<file path="config.mk">
export PLATFORM = sky130hd
export DESIGN_NAME = ethernet_ipv4_five_tuple_parser
export DESIGN_NICKNAME = d
export VERILOG_FILES = /design/src/rtl/e5t_pkg.sv /design/src/rtl/e5t_front.sv /design/src/rtl/e5t_fifo.sv /design/src/rtl/e5t_back.sv /design/src/rtl/ethernet_ipv4_five_tuple_parser.sv
export SDC_FILE = /design/constraint.sdc
export NUM_CORES = 1
export LEC_CHECK = 0
export ABC_CLOCK_PERIOD_IN_PS = 10400
export BUFFER_PORTS_ARGS = -buffer_cell sky130_fd_sc_hd__buf_2
export CORE_MARGIN = 4
export CORE_UTILIZATION = 55
export DETAILED_ROUTE_END_ITERATION = 6
export GPL_TIMING_DRIVEN = 1
export PLACE_DENSITY = 0.84
export REMOVE_ABC_BUFFERS = 1
export SLEW_MARGIN = 30
export SYNTH_ARGS = -nofsm -noshare
export SYNTH_HDL_FRONTEND = slang
export SYNTH_SLANG_ARGS = --single-unit
export TNS_END_PERCENT = 10
</file>
<file path="constraint.sdc">
create_clock -name clk -period 10.4 [get_ports clk]
set_input_delay 0.52 -clock clk [delete_from_list [all_inputs] [get_ports clk]]
set_output_delay 0.52 -clock clk [all_outputs]
set_load 0.01 [all_outputs]
</file>
<file path="src/rtl/e5t_pkg.sv">
`timescale 1ns / 1ps

package e5t_pkg;

	// Frame lengths and offsets are kept in a narrow field: every threshold and
	// capture offset lies well below its maximum, so a saturated copy compares the same.
	localparam int LEN_BITS = 7;
	localparam int HL_BITS  = 6;
	localparam logic [LEN_BITS-1:0] LEN_MAX = '1;

	localparam logic [LEN_BITS-1:0] ETH_LEN       = LEN_BITS'(14);
	localparam logic [LEN_BITS-1:0] ETH_VLAN_LEN  = LEN_BITS'(18);
	localparam logic [LEN_BITS-1:0] IP_MIN_LEN    = LEN_BITS'(20);
	localparam logic [LEN_BITS-1:0] TCP_LEN       = LEN_BITS'(20);
	localparam logic [LEN_BITS-1:0] UDP_LEN       = LEN_BITS'(8);
	localparam logic [HL_BITS-1:0]  HL_MIN        = HL_BITS'(20);

	// Byte positions within the Ethernet header
	localparam logic [LEN_BITS-1:0] POS_TYPE_HI   = LEN_BITS'(12);
	localparam logic [LEN_BITS-1:0] POS_TYPE_LO   = LEN_BITS'(13);
	localparam logic [LEN_BITS-1:0] POS_ITYPE_HI  = LEN_BITS'(16);
	localparam logic [LEN_BITS-1:0] POS_ITYPE_LO  = LEN_BITS'(17);

	// Offsets within the IPv4 header
	localparam logic [LEN_BITS-1:0] OFS_IHL       = LEN_BITS'(0);
	localparam logic [LEN_BITS-1:0] OFS_PROTO     = LEN_BITS'(9);
	localparam logic [LEN_BITS-1:0] OFS_SRC_FIRST = LEN_BITS'(12);
	localparam logic [LEN_BITS-1:0] OFS_SRC_LAST  = LEN_BITS'(15);
	localparam logic [LEN_BITS-1:0] OFS_DST_FIRST = LEN_BITS'(16);
	localparam logic [LEN_BITS-1:0] OFS_DST_LAST  = LEN_BITS'(19);

	// Offsets within the L4 header
	localparam logic [LEN_BITS-1:0] OFS_SPORT_LAST = LEN_BITS'(1);
	localparam logic [LEN_BITS-1:0] OFS_DPORT_LAST = LEN_BITS'(3);

	localparam logic [15:0] TYPE_VLAN = 16'h8100;
	localparam logic [15:0] TYPE_IPV4 = 16'h0800;
	localparam logic [7:0]  PROTO_TCP = 8'd6;
	localparam logic [7:0]  PROTO_UDP = 8'd17;
	localparam logic [7:0]  IHL_MASK  = 8'h0f;

	localparam int QUEUE_DEPTH = 2;

	typedef struct packed {
		logic [7:0] data_byte;
		logic       last_byte;
	} in_item_t;

	typedef struct packed {
		logic        accepted;
		logic        is_ipv4;
		logic        is_tcp;
		logic        is_udp;
		logic        flow_valid;
		logic [7:0]  protocol;
		logic [31:0] src_ip;
		logic [31:0] dst_ip;
		logic [15:0] src_l4_port;
		logic [15:0] dst_l4_port;
	} result_t;

	// Everything the verdict needs from one finished frame
	typedef struct packed {
		logic [LEN_BITS-1:0] len;
		logic                has_vlan;
		logic                is_ipv4;
		logic [HL_BITS-1:0]  hl;
		logic [7:0]          proto;
		logic [31:0]         src_ip;
		logic [31:0]         dst_ip;
		logic [15:0]         sport;
		logic [15:0]         dport;
	} frame_rec_t;

endpackage

</file>
<file path="src/rtl/e5t_front.sv">
`timescale 1ns / 1ps

module e5t_front #(
	parameter int COUNT_BITS = 16
) (
	input  logic                clk,
	input  logic                arst_n,
	input  logic                push,
	input  logic                stall,
	input  e5t_pkg::in_item_t   item,
	output logic                rec_push,
	output e5t_pkg::frame_rec_t rec
);
	import e5t_pkg::*;

	logic [COUNT_BITS-1:0] cnt_q, cnt_nx;
	logic [LEN_BITS-1:0]   pos, len_nx, base, r, l4_ofs;
	logic [15:0]           type_q, type_nx;
	logic                  vlan_q, vlan_nx;
	logic [HL_BITS-1:0]    hl_q, hl_nx;
	logic [7:0]            proto_q, proto_nx, ihl_byte;
	logic [31:0]           src_q, src_nx, dst_q, dst_nx;
	logic [15:0]           sport_q, sport_nx, dport_q, dport_nx;
	logic                  take, in_ip;

	always_comb begin
		take   = push & ~stall;
		cnt_nx = (cnt_q == '1) ? cnt_q : cnt_q + 1'b1;
		pos    = (|(cnt_q >> LEN_BITS)) ? LEN_MAX : cnt_q[LEN_BITS-1:0];
		len_nx = (|(cnt_nx >> LEN_BITS)) ? LEN_MAX : cnt_nx[LEN_BITS-1:0];

		type_nx  = type_q;
		vlan_nx  = vlan_q;
		hl_nx    = hl_q;
		proto_nx = proto_q;
		src_nx   = src_q;
		dst_nx   = dst_q;
		sport_nx = sport_q;
		dport_nx = dport_q;
		ihl_byte = item.data_byte & IHL_MASK;

		if (pos == POS_TYPE_HI) begin
			type_nx[15:8] = item.data_byte;
		end
		if (pos == POS_TYPE_LO) begin
			type_nx[7:0] = item.data_byte;
			if (type_nx == TYPE_VLAN) begin
				vlan_nx = 1'b1;
			end
		end
		if (vlan_nx && pos == POS_ITYPE_HI) begin
			type_nx[15:8] = item.data_byte;
		end
		if (vlan_nx && pos == POS_ITYPE_LO) begin
			type_nx[7:0] = item.data_byte;
		end

		base  = vlan_nx ? ETH_VLAN_LEN : ETH_LEN;
		in_ip = (pos >= base) && (type_nx == TYPE_IPV4);
		r     = pos - base;

		if (in_ip) begin
			if (r == OFS_IHL) begin
				hl_nx = {ihl_byte[3:0], 2'b00};
			end
			if (r == OFS_PROTO) begin
				proto_nx = item.data_byte;
			end
			if (r >= OFS_SRC_FIRST && r <= OFS_SRC_LAST) begin
				src_nx = {src_q[23:0], item.data_byte};
			end
			if (r >= OFS_DST_FIRST && r <= OFS_DST_LAST) begin
				dst_nx = {dst_q[23:0], item.data_byte};
			end
		end
		l4_ofs = r - LEN_BITS'(hl_nx);
		if (in_ip && hl_nx >= HL_MIN && r >= LEN_BITS'(hl_nx)) begin
			if (l4_ofs <= OFS_SPORT_LAST) begin
				sport_nx = {sport_q[7:0], item.data_byte};
			end else if (l4_ofs <= OFS_DPORT_LAST) begin
				dport_nx = {dport_q[7:0], item.data_byte};
			end
		end

		rec_push     = take & item.last_byte;
		rec.len      = len_nx;
		rec.has_vlan = vlan_nx;
		rec.is_ipv4  = (type_nx == TYPE_IPV4);
		rec.hl       = hl_nx;
		rec.proto    = proto_nx;
		rec.src_ip   = src_nx;
		rec.dst_ip   = dst_nx;
		rec.sport    = sport_nx;
		rec.dport    = dport_nx;
	end

	// Advance on every accepted beat; drop all frame state after the last byte
	always_ff @(posedge clk or negedge arst_n) begin
		if (!arst_n) begin
			cnt_q   <= '0;
			type_q  <= '0;
			vlan_q  <= 1'b0;
			hl_q    <= '0;
			proto_q <= '0;
			src_q   <= '0;
			dst_q   <= '0;
			sport_q <= '0;
			dport_q <= '0;
		end else if (take) begin
			if (item.last_byte) begin
				cnt_q   <= '0;
				type_q  <= '0;
				vlan_q  <= 1'b0;
				hl_q    <= '0;
				proto_q <= '0;
				src_q   <= '0;
				dst_q   <= '0;
				sport_q <= '0;
				dport_q <= '0;
			end else begin
				cnt_q   <= cnt_nx;
				type_q  <= type_nx;
				vlan_q  <= vlan_nx;
				hl_q    <= hl_nx;
				proto_q <= proto_nx;
				src_q   <= src_nx;
				dst_q   <= dst_nx;
				sport_q <= sport_nx;
				dport_q <= dport_nx;
			end
		end
	end

endmodule

</file>
<file path="src/rtl/e5t_fifo.sv">
`timescale 1ns / 1ps

module e5t_fifo (
	input  logic                clk,
	input  logic                arst_n,
	input  logic                wr_en,
	input  e5t_pkg::frame_rec_t wr_data,
	output logic                full,
	input  logic                rd_en,
	output logic                head_valid,
	output e5t_pkg::frame_rec_t head
);
	import e5t_pkg::*;

	localparam int PTR_BITS = (QUEUE_DEPTH > 1) ? $clog2(QUEUE_DEPTH) : 1;
	localparam int CNT_BITS = $clog2(QUEUE_DEPTH + 1);
	localparam logic [PTR_BITS-1:0] PTR_LAST = PTR_BITS'(QUEUE_DEPTH - 1);
	localparam logic [CNT_BITS-1:0] CNT_FULL = CNT_BITS'(QUEUE_DEPTH);

	frame_rec_t            slot_q [QUEUE_DEPTH];
	logic [PTR_BITS-1:0]   wr_ptr_q, rd_ptr_q;
	logic [CNT_BITS-1:0]   count_q;
	logic                  do_wr, do_rd;

	assign full       = (count_q == CNT_FULL);
	assign head_valid = (count_q != '0);
	assign head       = slot_q[rd_ptr_q];
	assign do_wr      = wr_en & ~full;
	assign do_rd      = rd_en & head_valid;

	always_ff @(posedge clk) begin
		if (do_wr) begin
			slot_q[wr_ptr_q] <= wr_data;
		end
	end

	always_ff @(posedge clk or negedge arst_n) begin
		if (!arst_n) begin
			wr_ptr_q <= '0;
			rd_ptr_q <= '0;
			count_q  <= '0;
		end else begin
			if (do_wr) begin
				wr_ptr_q <= (wr_ptr_q == PTR_LAST) ? '0 : wr_ptr_q + 1'b1;
			end
			if (do_rd) begin
				rd_ptr_q <= (rd_ptr_q == PTR_LAST) ? '0 : rd_ptr_q + 1'b1;
			end
			if (do_wr && !do_rd) begin
				count_q <= count_q + 1'b1;
			end else if (do_rd && !do_wr) begin
				count_q <= count_q - 1'b1;
			end
		end
	end

endmodule

</file>
<file path="src/rtl/e5t_back.sv">
`timescale 1ns / 1ps

module e5t_back (
	input  logic                clk,
	input  logic                arst_n,
	input  logic                head_valid,
	input  e5t_pkg::frame_rec_t head,
	output logic                head_pop,
	output logic                empty,
	input  logic                pop,
	output e5t_pkg::result_t    result
);
	import e5t_pkg::*;

	logic                out_valid_q;
	result_t             res_q, verdict;
	logic [LEN_BITS-1:0] base, l4;
	logic                is_tcp, is_udp, short_l2, bad_ip;

	always_comb begin
		base     = head.has_vlan ? ETH_VLAN_LEN : ETH_LEN;
		l4       = base + LEN_BITS'(head.hl);
		is_tcp   = (head.proto == PROTO_TCP);
		is_udp   = (head.proto == PROTO_UDP);
		short_l2 = (head.len < ETH_LEN) || (head.len < base);
		bad_ip   = (head.len < base + IP_MIN_LEN) || (head.hl < HL_MIN) || (head.len < l4)
			|| (is_tcp && head.len < l4 + TCP_LEN) || (is_udp && head.len < l4 + UDP_LEN);

		verdict = '0;
		if (!short_l2) begin
			if (!head.is_ipv4) begin
				verdict.accepted = 1'b1;
			end else if (!bad_ip) begin
				verdict.accepted   = 1'b1;
				verdict.is_ipv4    = 1'b1;
				verdict.flow_valid = 1'b1;
				verdict.protocol   = head.proto;
				verdict.src_ip     = head.src_ip;
				verdict.dst_ip     = head.dst_ip;
				if (is_tcp || is_udp) begin
					verdict.is_tcp      = is_tcp;
					verdict.is_udp      = is_udp;
					verdict.src_l4_port = head.sport;
					verdict.dst_l4_port = head.dport;
				end
			end
		end
	end

	// Load a new verdict when the output register is free or being read
	assign head_pop = head_valid & (~out_valid_q | pop);
	assign empty    = ~out_valid_q;
	assign result   = res_q;

	always_ff @(posedge clk) begin
		if (head_pop) begin
			res_q <= verdict;
		end
	end

	always_ff @(posedge clk or negedge arst_n) begin
		if (!arst_n) begin
			out_valid_q <= 1'b0;
		end else if (head_pop) begin
			out_valid_q <= 1'b1;
		end else if (pop) begin
			out_valid_q <= 1'b0;
		end
	end

endmodule

</file>
<file path="src/rtl/ethernet_ipv4_five_tuple_parser.sv">
`timescale 1ns / 1ps

// Ethernet / single VLAN / IPv4 / TCP-UDP five-tuple parser. Push a frame one
// byte per beat, destination MAC first, with last_byte set on its final byte;
// exactly one verdict per frame comes out of the result queue. The input side
// takes one byte every cycle while full is low: the front end is a byte counter
// (COUNT_BITS wide, saturating) plus field capture registers. On the last byte
// the captured fields move into a two-entry queue, and the back end turns the
// queue head into a verdict and holds it in a one-entry output register, so
// results also leave at one per cycle while the reader pops. After its last
// byte is accepted, a verdict passes through the queue and then the output
// register to the result ports, as soon as that register is free. full
// rises only when the reader stops popping and two further verdicts pile up
// behind the one on display; short frames (even one byte each) then run at the
// pop rate. A rejected frame (truncated, or IHL below 20 bytes) reads all zero;
// a non-IPv4 frame reads accepted with every other field zero.
module ethernet_ipv4_five_tuple_parser #(
	parameter int COUNT_BITS = 16
) (
	input  logic              clk,
	input  logic              arst_n,
	input  logic              push,
	output logic              full,
	input  e5t_pkg::in_item_t item,
	output logic              empty,
	input  logic              pop,
	output e5t_pkg::result_t  result
);
	import e5t_pkg::*;

	frame_rec_t rec, head;
	logic       rec_push, head_valid, head_pop;

	// Front end: count bytes and capture header fields
	e5t_front #(
		.COUNT_BITS(COUNT_BITS)
	) u_front (
		.clk      (clk),
		.arst_n   (arst_n),
		.push     (push),
		.stall    (full),
		.item     (item),
		.rec_push (rec_push),
		.rec      (rec)
	);

	// Decouple frame ends from verdict delivery
	e5t_fifo u_fifo (
		.clk        (clk),
		.arst_n     (arst_n),
		.wr_en      (rec_push),
		.wr_data    (rec),
		.full       (full),
		.rd_en      (head_pop),
		.head_valid (head_valid),
		.head       (head)
	);

	// Back end: length checks and the registered verdict
	e5t_back u_back (
		.clk        (clk),
		.arst_n     (arst_n),
		.head_valid (head_valid),
		.head       (head),
		.head_pop   (head_pop),
		.empty      (empty),
		.pop        (pop),
		.result     (result)
	);

endmodule
</file>
==> impl_summary.txt <==
----------------------------------------------------
[Status]
  Outcome ... finished, final reports clean

[Min path]
  Type of the tightest min-delay check ... in2async

[Timing]
  Worst Skew ... around 0.017 ns
  Unrepaired setup endpoints after global routing ... false
  Rel. slew slack ... 0.362
  Number of slew-limit violations in the final report ... 0
  Slew at the pin closest to its max-slew limit ... around 0.96 ns
  Portion of the clock cycle consumed by the worst path in the final layout ... 0.704
  Fin. Hold Viols ... 0
  Final setup violating endpoints ... 0
  Peak Freq ... around 140 MHz
  Setup TNS ... 0 ns
  Final period demand of the worst path ... between 7 and 8 ns

[Detailed routing]
  Average vias per placed instance ... 5.99
  Vias after detailed routing ... 13900
  Remaining number of nets flagged by the antenna check after routing ... 0
  Overall routed net length ... 47.1 mm
  Length of the first detailed-routing pass in iterations ... 6
  Total DRC errors in the routed layout ... 0
  Count of routing violations after the opening detailed-route iteration ... 1206
  Mean routed wirelength per cell ... ~20 µm

[Power and ir drop]
  Clock group share of total power ... 0.303
  Switching share of power ... 0.309
  Internal power summed over all cells ... 4120 µW
  Cell Pwr Density ... 238 nW/µm²
  Power consumption ... 5960 µW
  Standby leakage power ... 0.0104 µW
  Portion of total power attributed to combinational logic ... 0.258
  Maximum vdd ir drop ... 0.178 mV
  Part of the power in registers ... 0.439
  Switching Power ... roughly 1800 µW

[Die]
  Effective utilization at floorplan ... 0.559
  Floorplan row count ... 73
  Boundary pin count ... ~120
  Total die area ... between 40000 and 50000 µm²
  Placeable core region ... 40000 µm²
  Width of the die ... approximately 210 µm
  Height of the die ... 210 µm

[Synthesis]
  Synthesized area per cell ... 13.3 µm²
  Most common library cells after synthesis ... 346 x sky130_fd_sc_hd__edfxtp_1, 162 x sky130_fd_sc_hd__nor2_1, 148 x sky130_fd_sc_hd__dfrtp_1
  Most used standard cell by instance count after synthesis ... sky130_fd_sc_hd__edfxtp_1
  Cell types occupying the most area after synthesis ... sky130_fd_sc_hd__edfxtp_1 46%, sky130_fd_sc_hd__dfrtp_1 17%, sky130_fd_sc_hd__mux2i_1 5.9%
  Most used flip-flop cell after synthesis ... sky130_fd_sc_hd__edfxtp_1
  Area share of the largest cell type after synthesis ... 0.465
  Synth unique cells ... 74
  Asr flop ratio synth ... 0.300
  Register area share after synthesis ... 0.630
  Synthesized instance count ... roughly 1700
  Dominant cell type by area after synthesis ... sky130_fd_sc_hd__edfxtp_1
  Syn Std Cell Area ... ~22000 µm²
  Count of flip-flops with a built-in enable after synthesis ... 346
  Post-synthesis sequential element count ... between 400 and 500
  Yosys warning count ... 0

[Global routing]
  Antenna violations before repair ... 0
  Pin count of the biggest net entering global routing ... 91
  GRT Residual Overflow ... 0
  Overall fraction of global-route tracks in use ... 0.213
  Global-route wire length before repair ... 76.0 mm
  Vias in the first global route ... between 10000 and 15000

[CTS]
  Post-CTS Setup Inserts ... 0
  Clock root cell ... sky130_fd_sc_hd__clkbuf_16
  Number of buffers inserted during clock tree synthesis ... 48
  CTS sink cnt ... 494
  Clock latency on the worst-skew pair ... slightly below 0.6 ns
  Post-cts gate resize count ... 0
  Max clock buf depth ... 3
  CTS H-tree depth ... 2
  Clock transition at the registers of the reported paths ... 0.06 ns
  Cts-stage hold buffer count ... 0
  CTS tree ... built

[Final layout]
  Fraction of layout cells with a size suffix above 1 ... 0.204
  Antenna diode count ... 0
  Fillcell total ... 2862
  Final-stage net count ... 1812
  Relative area change from synthesis to final layout ... 11.9%

[Setup path]
  Data arrival time of the worst path ... 7.65 ns
  Critical path fanouts, max ... 40
  Type of the worst setup path ... reg2reg
  Launching element type of the critical path ... flip-flop
  Required arrival time at the worst endpoint ... 10.73 ns
  Crit path capture type ... flip-flop

[Run]
  Max-Cap Viols ... 0

[Placed design]
  Routability-driven placement congestion ratio ... about 0.92
  Count of input and output buffers ... ~120
  Detailed Place HPWL ... between 20 and 30 mm

----------------------------------------------------
sequential cells by signal, summed over array words and instances, names as in the netlist:
name and count:
u_front.dport_q 16, u_fifo.wr_ptr_q 1, u_fifo.slot_q 238, u_front.proto_q 8
u_front.cnt_q 16, u_front.sport_q 16, u_front.src_q 32, u_back.result 108
u_front.dst_q 32, u_fifo.count_q 2, u_front.type_q 16, u_back.out_valid_q 1
u_fifo.rd_ptr_q 1, u_front.vlan_q 1, u_front.hl_q 6
worst paths after layout:
| kind | start | end | slack (ns) | cells after the start |
|---|---|---|---|---|
| hold / removal | arst_n | u_front.dst_q[19]$_DFFE_PN0P_ | 0.01 | 1 |
| max in group asynchronous | arst_n | u_front.dport_q[2]$_DFFE_PN0P_ | 9.00 | 2 |
| min in group clk | pop | u_back.out_valid_q$_DFFE_PN0P_ | 0.21 | 3 |
| setup reg to reg | u_front.cnt_q[1]$_DFFE_PN0P_ | u_fifo.slot_q[0][24]$_DFFE_PP_ | 3.08 | 21 |
| hold reg to reg | u_front.hl_q[0]$_DFFE_PN0P_ | u_front.hl_q[0]$_DFFE_PN0P_ | 0.48 | 1 |
| setup / recovery | u_front.cnt_q[1]$_DFFE_PN0P_ | u_fifo.slot_q[0][24]$_DFFE_PP_ | 3.08 | 21 |
placed cells by master, fill, tap and decap left out, drive strengths merged, types with 8 or more instances in the layout:
cell	netlist	final
o31ai	8	8
or3	8	8
or2	9	9
buf	26	140
inv	36	36
edfxtp	346	346
clkbuf	84	65
a21oi	55	55
mux2i	132	132
a31oi	9	9
a21o	31	31
nand2	116	116
nor3	8	8
and2	44	44
nor3b	18	18
nand3	23	23
ha	36	36
a22o	49	49
a221o	16	16
dfrtp	148	148
clkinv	0	17
xnor2	13	13
a22oi	9	9
xor2	10	10
o21ai	81	81
nor2	162	162
mux2	109	109
cell families (layout without fill, tap and decap cells):
logic type,count (synthesis),after routing,synth area share
multiplexers,241,241,0.119
buffers and inverters,146,266,0.0288
AND/OR/NAND/NOR,434,434,0.0957
flip-flops,494,494,0.630
XOR/XNOR,23,23,0.00901
AO/OA/AOI/OAI,305,305,0.0952
adder cells (fa/ha/maj),38,38,0.0219
power by group through the flow:
stage               Clock (µW)  Sequential [µW]  Combinational (µW)
floorplan                    0             2820                 922
global placement             0             2650                1480
detailed placement           0             2660                1540
CTS                       1840             2620                1550
global route              1930             2650                1690
finish                    1810             2620                1540
stage by stage:
step / instances / utilization / hold WS, ns / area (µm²) / setup WS, ns
floorplan: 1571 / - / 0.224 / 21900 / 1.86
global placement: 2234 / 0.582 / 0.468 / 23300 / 3.43
detailed placement: 2236 / 0.584 / 0.463 / 23400 / 3.16
CTS: 2326 / 0.625 / 0.0437 / 25000 / 3.12
global route: 2326 / 0.626 / 0.0802 / 25000 / 2.63
finish: 2326 / 0.626 / 0.0136 / 25000 / 3.08
cell type report:
cell class,instances,area [µm²],area share
inverter,36,138,0.00550
sequential,494,14100,0.563
clock inverter,25,314,0.0125
multi-input combinational,1041,7680,0.307
clock buffer,65,1350,0.0538
timing repair buffer,140,793,0.0317
tap,525,657,0.0262
metal layers:
layer  share of wire  global-route usage  routed length [µm]  up-vias
met3           0.058              0.0377                2740       75
met1            0.42               0.289               19900     7046
met5               0                   0                   0        -
met2            0.50               0.361               23500      451
li1                -                   -                   -     6366
met4           0.020              0.0549                 938        0
critical path, stage by stage, from the launching register on:
cell and delay (ns):
sky130_fd_sc_hd__dfrtp_1 0.46, sky130_fd_sc_hd__or4_1 0.55, sky130_fd_sc_hd__or3_1 0.51, sky130_fd_sc_hd__nor3_1 0.32, sky130_fd_sc_hd__or2_2 0.21, sky130_fd_sc_hd__inv_1 0.08
sky130_fd_sc_hd__fa_1 0.39, sky130_fd_sc_hd__xor2_1 0.50, sky130_fd_sc_hd__nand2_1 0.21, sky130_fd_sc_hd__nor4b_1 0.34, sky130_fd_sc_hd__o2111ai_2 0.42, sky130_fd_sc_hd__a21o_1 0.45
sky130_fd_sc_hd__mux2i_1 0.31, sky130_fd_sc_hd__ha_1 0.31, sky130_fd_sc_hd__nand2b_1 0.10, sky130_fd_sc_hd__nor2_1 0.05, sky130_fd_sc_hd__or3_1 0.36, sky130_fd_sc_hd__nor4_1 0.19
sky130_fd_sc_hd__a211o_1 0.15, sky130_fd_sc_hd__and4bb_2 0.22, sky130_fd_sc_hd__buf_4 0.52, sky130_fd_sc_hd__mux2_4 0.36
Power figures use the tool's default switching activity.
